## config.mk

```make
export PLATFORM = sky130hd
export DESIGN_NAME = clock_divider_rate_solver_core
export DESIGN_NICKNAME = d
export VERILOG_FILES = /design/src/design/cdrs_pkg.sv /design/src/design/cdrs_div.sv /design/src/design/clock_divider_rate_solver_core.sv
export SDC_FILE = /design/constraint.sdc
export NUM_CORES = 2
export LEC_CHECK = 0
export BUFFER_PORTS_ARGS = -buffer_cell sky130_fd_sc_hd__buf_2
export CORE_UTILIZATION = 36
export CTS_CLUSTER_SIZE = 10
export DETAILED_ROUTE_END_ITERATION = 16
export HOLD_SLACK_MARGIN = 0.1
export PLACE_DENSITY = 0.53
export SETUP_SLACK_MARGIN = 0.4
export SLEW_MARGIN = 20
export SYNTH_ARGS = -nofsm -noshare
export SYNTH_HDL_FRONTEND = slang
export SYNTH_SLANG_ARGS = --single-unit
```

## constraint.sdc

```tcl
create_clock -name clk -period 11.4 [get_ports clk]
set_input_delay 0.57 -clock clk [delete_from_list [all_inputs] [get_ports clk]]
set_output_delay 0.57 -clock clk [all_outputs]
set_load 0.005 [all_outputs]
```

## src/design/cdrs_pkg.sv

```systemverilog
package cdrs_pkg;

  localparam int TABLE_DEPTH = 16;
  localparam int IDX_W = (TABLE_DEPTH > 1) ? $clog2(TABLE_DEPTH) : 1;
  localparam int CNT_W = $clog2(TABLE_DEPTH + 1);

  localparam int NUM_W = 48;
  localparam int DEN_W = 32;

  localparam logic [1:0] OP_LOAD = 2'd0;
  localparam logic [1:0] OP_FIND = 2'd1;
  localparam logic [1:0] OP_RATE = 2'd2;
  localparam logic [1:0] OP_NONE = 2'd3;

  localparam logic [1:0] MODE_PLAIN  = 2'd0;
  localparam logic [1:0] MODE_DIVTAB = 2'd1;
  localparam logic [1:0] MODE_FACTAB = 2'd2;
  localparam logic [1:0] MODE_FIXED  = 2'd3;

  localparam logic [2:0] REG_MODE        = 3'd0;
  localparam logic [2:0] REG_FIELD_WIDTH = 3'd1;
  localparam logic [2:0] REG_ENTRY_COUNT = 3'd2;
  localparam logic [2:0] REG_FIXED_MUL   = 3'd3;
  localparam logic [2:0] REG_FIXED_DIV   = 3'd4;

  typedef struct packed {
    logic [1:0]  opcode;
    logic [3:0]  entry_index;
    logic [15:0] entry_setting;
    logic [15:0] entry_multiplier;
    logic [15:0] entry_divisor;
    logic [31:0] target_rate;
    logic [31:0] src_rate;
    logic [15:0] query_setting;
  } in_t;

  typedef struct packed {
    logic [31:0] rate_out;
    logic [15:0] setting_out;
    logic        setting_valid;
  } out_t;

  typedef struct packed {
    logic [15:0] setting;
    logic [15:0] mul;
    logic [15:0] dv;
  } entry_t;

  typedef struct packed {
    logic busy;
    logic done;
  } div_status_t;

endpackage

```

## src/design/cdrs_div.sv

```systemverilog
// Restoring divider, one quotient bit per cycle. Divisor must be nonzero.
module cdrs_div (
  input  logic                       clk,
  input  logic                       rst,
  input  logic                       start,
  input  logic [cdrs_pkg::NUM_W-1:0] num,
  input  logic [cdrs_pkg::DEN_W-1:0] den,
  output logic [cdrs_pkg::NUM_W-1:0] quo,
  output cdrs_pkg::div_status_t      status
);

  localparam int STEP_W = $clog2(cdrs_pkg::NUM_W + 1);

  logic [cdrs_pkg::NUM_W-1:0] qn;
  logic [cdrs_pkg::DEN_W:0]   rem;
  logic [cdrs_pkg::DEN_W-1:0] dreg;
  logic [STEP_W-1:0]          steps;
  logic                       busy;
  logic                       done;

  logic [cdrs_pkg::DEN_W:0]   trial;
  logic [cdrs_pkg::DEN_W+1:0] diff;

  assign trial = {rem[cdrs_pkg::DEN_W-1:0], qn[cdrs_pkg::NUM_W-1]};
  assign diff  = {1'b0, trial} - {2'b00, dreg};

  always_ff @(posedge clk) begin
    if (rst) begin
      busy  <= 1'b0;
      done  <= 1'b0;
      steps <= '0;
    end else begin
      done <= 1'b0;
      if (start) begin
        busy  <= 1'b1;
        steps <= STEP_W'(cdrs_pkg::NUM_W);
        qn    <= num;
        dreg  <= den;
        rem   <= '0;
      end else if (busy) begin
        if (!diff[cdrs_pkg::DEN_W+1]) begin
          rem <= diff[cdrs_pkg::DEN_W:0];
          qn  <= {qn[cdrs_pkg::NUM_W-2:0], 1'b1};
        end else begin
          rem <= trial;
          qn  <= {qn[cdrs_pkg::NUM_W-2:0], 1'b0};
        end
        steps <= steps - 1'b1;
        if (steps == STEP_W'(1)) begin
          busy <= 1'b0;
          done <= 1'b1;
        end
      end
    end
  end

  assign quo         = qn;
  assign status.busy = busy;
  assign status.done = done;

  a_done_after_busy: assert property (@(posedge clk) disable iff (rst)
    done |-> $past(busy)) else $error("divider done without a running divide");
  a_start_idle: assert property (@(posedge clk) disable iff (rst)
    start |=> busy) else $error("divider not busy after start");
  a_step_count: assert property (@(posedge clk) disable iff (rst)
    (busy && !start) |-> (steps != '0)) else $error("divider step count underflow");

endmodule

```

## src/design/clock_divider_rate_solver_core.sv

```systemverilog
// Work per accepted beat: load and unknown opcodes need no divide; fixed factor does one
// multiply and divide; plain lookup one divide, plain search two divides; table search
// one divide per entry (no multiply in divider table mode), up to 16 entries.
// One item at a time: in_stall is high from accept until the result is registered,
// so a new beat is taken only back in S_IDLE; the shared 48-step divider sets the rate.
// Synchronous reset restores config registers; table entries undefined until loaded.
module clock_divider_rate_solver_core (
  input  logic            clk,
  input  logic            rst,
  input  logic            in_valid,
  output logic            in_stall,
  input  cdrs_pkg::in_t   in_data,
  output logic            out_valid,
  input  logic            out_stall,
  output cdrs_pkg::out_t  out_data,
  input  logic            cfg_we,
  input  logic [2:0]      cfg_index,
  input  logic [15:0]     cfg_data
);

  typedef enum logic [3:0] {
    S_IDLE, S_DISP, S_RD, S_ENT, S_MUL, S_DIV, S_WAIT, S_EVAL, S_FIN
  } state_t;

  state_t state;

  logic [1:0]  mode;
  logic [4:0]  field_width;
  logic [4:0]  entry_count;
  logic [15:0] fixed_multiplier;
  logic [15:0] fixed_divisor;

  cdrs_pkg::entry_t mem [cdrs_pkg::TABLE_DEPTH];
  cdrs_pkg::entry_t ent;

  logic [1:0]  op;
  logic [31:0] par;
  logic [31:0] tgt;
  logic [15:0] qset;
  logic [cdrs_pkg::CNT_W-1:0] cnt;
  logic [cdrs_pkg::CNT_W-1:0] n;
  logic        stage;
  logic [15:0] s_reg;
  logic [15:0] mul_m;
  logic [47:0] best_err;
  logic [47:0] top_rate;
  logic [15:0] best_set;
  logic [47:0] res_rate;
  logic [15:0] res_set;
  logic        res_valid;

  logic [cdrs_pkg::NUM_W-1:0] num_r;
  logic [cdrs_pkg::DEN_W-1:0] den_r;
  logic                       div_start;
  logic [cdrs_pkg::NUM_W-1:0] quo;
  cdrs_pkg::div_status_t      div_st;

  logic        accept;
  logic [4:0]  w;
  logic [15:0] lim;
  logic [47:0] dvm1;
  logic [15:0] s_calc;
  logic [47:0] err;
  logic [47:0] prod;
  logic [cdrs_pkg::CNT_W-1:0] cnt_inc;

  assign accept   = in_valid && !in_stall;
  assign in_stall = (state != S_IDLE);

  assign w      = (field_width > 5'd16) ? 5'd16 : field_width;
  assign lim    = 16'((17'd1 << w) - 17'd1);
  assign dvm1   = quo - 48'd1;
  assign s_calc = (quo == '0) ? 16'd0 : ((dvm1 > {32'd0, lim}) ? lim : dvm1[15:0]);
  assign err    = ({16'd0, tgt} > quo) ? ({16'd0, tgt} - quo) : (quo - {16'd0, tgt});
  assign prod   = par * mul_m;
  assign cnt_inc = cnt + 1'b1;

  cdrs_div u_div (
    .clk    (clk),
    .rst    (rst),
    .start  (div_start),
    .num    (num_r),
    .den    (den_r),
    .quo    (quo),
    .status (div_st)
  );

  // table: written by a load beat, read through a registered port
  always_ff @(posedge clk) begin
    if (accept && in_data.opcode == cdrs_pkg::OP_LOAD &&
        32'(in_data.entry_index) < 32'(cdrs_pkg::TABLE_DEPTH)) begin
      mem[in_data.entry_index[cdrs_pkg::IDX_W-1:0]] <=
        '{setting: in_data.entry_setting, mul: in_data.entry_multiplier,
          dv: in_data.entry_divisor};
    end
    ent <= mem[cnt[cdrs_pkg::IDX_W-1:0]];
  end

  always_ff @(posedge clk) begin
    if (rst) begin
      mode             <= cdrs_pkg::MODE_PLAIN;
      field_width      <= 5'd4;
      entry_count      <= 5'd1;
      fixed_multiplier <= 16'd1;
      fixed_divisor    <= 16'd1;
    end else if (cfg_we) begin
      unique case (cfg_index)
        cdrs_pkg::REG_MODE:        mode             <= cfg_data[1:0];
        cdrs_pkg::REG_FIELD_WIDTH: field_width      <= cfg_data[4:0];
        cdrs_pkg::REG_ENTRY_COUNT: entry_count      <= cfg_data[4:0];
        cdrs_pkg::REG_FIXED_MUL:   fixed_multiplier <= cfg_data;
        cdrs_pkg::REG_FIXED_DIV:   fixed_divisor    <= cfg_data;
        default: ;
      endcase
    end
  end

  always_ff @(posedge clk) begin
    if (rst) begin
      state     <= S_IDLE;
      out_valid <= 1'b0;
      div_start <= 1'b0;
    end else begin
      div_start <= 1'b0;
      // S_FIN drives out_valid itself when it hands over a beat
      if (out_valid && !out_stall && state != S_FIN) out_valid <= 1'b0;
      unique case (state)
        S_IDLE: begin
          if (accept) begin
            op    <= in_data.opcode;
            par   <= in_data.src_rate;
            tgt   <= (in_data.target_rate == '0) ? 32'd1 : in_data.target_rate;
            qset  <= in_data.query_setting;
            n     <= (entry_count > 5'(cdrs_pkg::TABLE_DEPTH)) ?
                     cdrs_pkg::CNT_W'(cdrs_pkg::TABLE_DEPTH) :
                     cdrs_pkg::CNT_W'(entry_count);
            state <= S_DISP;
          end
        end
        S_DISP: begin
          res_rate  <= '0;
          res_set   <= '0;
          res_valid <= 1'b0;
          cnt       <= '0;
          best_err  <= '1;
          top_rate  <= '0;
          best_set  <= '0;
          if (op == cdrs_pkg::OP_LOAD || op == cdrs_pkg::OP_NONE) begin
            state <= S_FIN;
          end else if (mode == cdrs_pkg::MODE_FIXED) begin
            if (par == '0 || fixed_divisor == '0) begin
              state <= S_FIN;
            end else begin
              mul_m <= fixed_multiplier;
              den_r <= 32'(fixed_divisor);
              state <= S_MUL;
            end
          end else if (mode == cdrs_pkg::MODE_PLAIN) begin
            if (op == cdrs_pkg::OP_FIND) begin
              if (par == '0) begin
                state <= S_FIN;
              end else begin
                num_r <= 48'(par) + 48'(tgt >> 1);
                den_r <= tgt;
                stage <= 1'b0;
                state <= S_DIV;
              end
            end else begin
              num_r <= 48'(par) + 48'((32'(qset) + 32'd1) >> 1);
              den_r <= 32'(qset) + 32'd1;
              stage <= 1'b1;
              state <= S_DIV;
            end
          end else begin
            if ((op == cdrs_pkg::OP_FIND && par == '0) || n == '0) state <= S_FIN;
            else state <= S_RD;
          end
        end
        S_RD: state <= S_ENT;
        S_ENT: begin
          if (op == cdrs_pkg::OP_FIND && ent.dv == '0) begin
            state <= S_FIN;
          end else if (op == cdrs_pkg::OP_RATE &&
                       !(ent.setting == qset && ent.dv != '0)) begin
            cnt <= cnt_inc;
            if (cnt_inc == n) state <= S_FIN;
            else state <= S_RD;
          end else begin
            den_r <= 32'(ent.dv);
            if (mode == cdrs_pkg::MODE_DIVTAB) begin
              num_r <= 48'(par) + 48'(ent.dv >> 1);
              state <= S_DIV;
            end else begin
              mul_m <= ent.mul;
              state <= S_MUL;
            end
          end
        end
        S_MUL: begin
          num_r <= prod;
          state <= S_DIV;
        end
        S_DIV: begin
          div_start <= 1'b1;
          state     <= S_WAIT;
        end
        S_WAIT: begin
          if (div_st.done) state <= S_EVAL;
        end
        S_EVAL: begin
          if (mode == cdrs_pkg::MODE_FIXED) begin
            res_rate <= quo;
            state    <= S_FIN;
          end else if (mode == cdrs_pkg::MODE_PLAIN) begin
            if (!stage) begin
              s_reg <= s_calc;
              num_r <= 48'(par) + 48'((32'(s_calc) + 32'd1) >> 1);
              den_r <= 32'(s_calc) + 32'd1;
              stage <= 1'b1;
              state <= S_DIV;
            end else begin
              res_rate <= quo;
              if (op == cdrs_pkg::OP_FIND && quo != '0) begin
                res_valid <= 1'b1;
                res_set   <= s_reg;
              end
              state <= S_FIN;
            end
          end else if (op == cdrs_pkg::OP_RATE) begin
            res_rate <= quo;
            state    <= S_FIN;
          end else begin
            // ties keep the earlier entry
            if (err < best_err) begin
              best_err  <= err;
              top_rate  <= quo;
              best_set  <= ent.setting;
            end
            cnt <= cnt_inc;
            if (cnt_inc == n) begin
              if (err < best_err) begin
                res_rate  <= quo;
                res_valid <= (quo != '0);
                res_set   <= (quo != '0) ? ent.setting : 16'd0;
              end else begin
                res_rate  <= top_rate;
                res_valid <= (top_rate != '0);
                res_set   <= (top_rate != '0) ? best_set : 16'd0;
              end
              state <= S_FIN;
            end else begin
              state <= S_RD;
            end
          end
        end
        S_FIN: begin
          if (!out_valid || !out_stall) begin
            out_valid              <= 1'b1;
            out_data.rate_out      <= (res_rate[47:32] != '0) ? 32'hFFFF_FFFF :
                                      res_rate[31:0];
            out_data.setting_out   <= res_set;
            out_data.setting_valid <= res_valid;
            state                  <= S_IDLE;
          end
        end
        default: state <= S_IDLE;
      endcase
    end
  end

  a_busy_after_accept: assert property (@(posedge clk) disable iff (rst)
    accept |=> in_stall) else $error("input taken while busy");
  a_wait_to_eval: assert property (@(posedge clk) disable iff (rst)
    (state == S_WAIT && div_st.done) |=> (state == S_EVAL))
    else $error("divide result missed");
  a_valid_rate: assert property (@(posedge clk) disable iff (rst)
    (out_valid && out_data.setting_valid) |-> (out_data.rate_out != '0))
    else $error("valid setting with zero rate");
  a_invalid_zero: assert property (@(posedge clk) disable iff (rst)
    (out_valid && !out_data.setting_valid) |-> (out_data.setting_out == '0))
    else $error("setting not cleared");

endmodule
```

==> flow_metrics.tcl <==
set metrics [dict create \
    antenna_found_initial 33 \
    grt_pass1_wl_um 360000 \
    synthTopCellsByCount "edfxtp_1, nand2_1, inv_1, fa_1, nor2_1" \
    vias 52100 \
    routedWlPerCell_um 25.0 \
    largest_register_ffs 768 \
    die_h_um 475 \
    synth.avg_cell_area_sq_um 12.7 \
    die_area_sq_um 226000 \
    crit_top_cell "ha_1" \
    synth_top_family_by_area "adder cells" \
    area_growth_pct 13.7 \
    place_inst 9306 \
    powerDensity_nw_per_um2 162 \
    fin_util_pct 41.2 \
    avgViaCountPerCell 5.35 \
    htree_levels 4 \
    yosysSeqAreaShare_pct 51.4 \
    synthSimpleGateAreaFrac_pct 10.2 \
    cp-end-kind "flop" \
    drive_above_1_share_pct 13.8 \
    setup_viol 0 \
    critPathKind "reg -> reg" \
    ctsResizeCount 0 \
    reg2reg_to "num_r[29]" \
    hpwlAfterDp_um 169000 \
    cap_violations 0 \
    synth-edff-count 1311 \
    period_needed_ns 9.86 \
    startpoint "field_width[2]" \
    timing.final.crit_share_pct 86.5 \
    synth_nets 7273 \
    totalNegativeSetupSlack_ns 0 \
    drt-total-wl_um 244000 \
    syn-cell-area_sq_um 80600 \
    synth.area.mux_share_pct 8.68 \
    fmax_mhz 101 \
    grt_overflow 0 \
    rrSetupSlack_ns 1.54 \
    grt_start_max_net_pins 141 \
    final_cells 9732 \
    final-max-slew-violation-count 0 \
    drt-pass1-iter-count 7 \
    arrival_ns 10.38 \
    clkLatencyLatePin_ns 0.83 \
    cts_made_buffers 169 \
    rows 173 \
    yosysTopAreaCell "edfxtp_1" \
    ant_nets 0 \
    synth_compound_area_share_pct 7.46 \
    p_leak_nw 34.3 \
    yosysMostFrequentCell "edfxtp_1" \
    syn_inst 6371 \
    slew_headroom_pct 24.3 \
    hold_path_class "in -> reg" \
    root_buffer "clkbuf_16" \
    grt_pass1_vias 53700 \
    drc 0 \
    outcome "finished, final reports clean" \
    cts_tree "yes" \
    num_io_pins 209 \
    first_iter_violations 4307 \
    chipWidth_um 475 \
    cts_setup_buffers 0 \
    endpoint "num_r[29]" \
    cpMaxStageDelayCell "o41ai_1" \
    synth_top_area_share_pct 48.8 \
    cpPeakStageDelay_ns 0.69 \
    r2r-start "field_width[2]" \
    cts_buffer_depth 3 \
    nNetsFinal 7549 \
    fillers 21000 \
    regArea_sq_um 41500 \
    finClkSkew_ns 0.0539 \
    tightest_slew_ns 1.13 \
    initial_core_util_pct 36.2 \
    cts_hold_buf 143 \
    synth_area_leaders "edfxtp_1, fa_1, mux4_2" \
    r2r_cells 39 \
    multi_input_area_sq_um 35700 \
    critPathMaxFanout 17 \
    synth-warning-count 0 \
    async_reset_ff_share_pct 0 \
    grtUsageTotal_pct 21.5 \
    required_ns 11.92 \
    synth_seq_cells 1417 \
    synth_flop_cell "edfxtp_1" \
    rsz0062_at_grt "false" \
    critPathLaunchType "flop" \
    coreArea_sq_um 223000 \
    place_congestion 0.912 \
    port_buffers 208 \
    yosysUniqueCellTypes 97 \
    synth_xor_area_share_pct 2.16 \
    synthAdderAreaFrac_pct 15.5 \
    clk_pin_slew_ns 0.06 \
    hold_viol_final 0 \
    peakVddDrop_uv 126 \
    clock-sinks 1417 \
]
stage by stage:
step	setup WS, ns	hold slack, ns	total power [mW]	area (sq um)
after floorplan	3.16	0.400	8.71	80600
after global placement	1.70	0.401	9.84	85100
after detailed placement	1.69	0.405	9.84	85100
after CTS	1.59	0.110	15.0	91600
after global routing	0.684	0.133	15.6	91700
final	1.54	0.147	14.8	91700
kinds of logic (layout without fill, tap and decap cells):
| group | Yosys count | in the layout |
|---|---|---|
| compound gates | 907 | 907 |
| mux | 394 | 394 |
| flops | 1417 | 1417 |
| buf+inv | 976 | 1354 |
| other cells | 0 | 8 |
| fa+ha+maj | 744 | 744 |
| simple gates | 1736 | 1736 |
| xor+xnor | 197 | 197 |
power by group:
part | internal (mW) | leakage (nW) | switching (mW)
Clock | 2.88 | 2.43 | 2.17
Sequential | 5.87 | 12.6 | 0.147
Combinational | 1.52 | 19.3 | 2.24
Total | 10.3 | 34.3 | 4.56
worst min-delay path by stage:
stage                      from                  end  slack [ns]  depth (start not counted)
finish              cfg_data[3]  fixed_multiplier[3]        0.15                          3
global route        cfg_data[1]     fixed_divisor[1]        0.13                          3
CTS                 cfg_data[4]     fixed_divisor[4]        0.11                          3
detailed placement    den_r[26]       u_div.dreg[26]        0.40                          0
global placement      den_r[25]       u_div.dreg[25]        0.40                          0
floorplan             res_valid          out_data[0]        0.40                          0
worst max-delay path, delay by kind of cell (launching register included):
family	cells	cell delay (ns)
flip-flops	1	0.47
AND/OR/NAND/NOR	16	3.67
XOR/XNOR	1	0.13
AO/OA/AOI/OAI	14	3.21
multiplexers	1	0.38
adder cells (fa/ha/maj)	4	1.27
buffers and inverters	3	0.43
final cells by class:
class / instances / area share, %
Multi-Input combinational cell: 3978 / 38.9
Timing Repair Buffer: 460 / 3.68
Clock buffer: 241 / 5.00
Clock inverter: 32 / 0.535
Antenna cell: 8 / 0.0218
Inverter: 621 / 2.54
Sequential cell: 1417 / 45.2
Tap cell: 2975 / 4.06
cell usage in the layout, fill, tap and decap left out, drive strengths merged, types with 39 or more instances in the layout:
cell,count
nor2,363
nor4,70
a22o,43
or2,60
a21o,106
mux2,39
ha,322
a21oi,268
dfxtp,106
nand2b,57
o21ai,185
dlygate4sd3,143
fa,422
nand4,54
mux2i,115
buf,317
xnor2,110
edfxtp,1311
nand3,69
clkbuf,241
xor2,87
nand2,668
and2,169
mux4,240
inv,625
nor3,96
metal layers:
layer | global-route usage (%) | up-vias | part of all wire [%]
li1 | - | 23300 | -
met1 | 28.5 | 26900 | 43
met2 | 36.4 | 1500 | 49
met3 | 2.96 | 381 | 4.7
met4 | 6.97 | 24 | 3.3
met5 | 0 | - | 0.066
(Power assumes the default switching activity.)
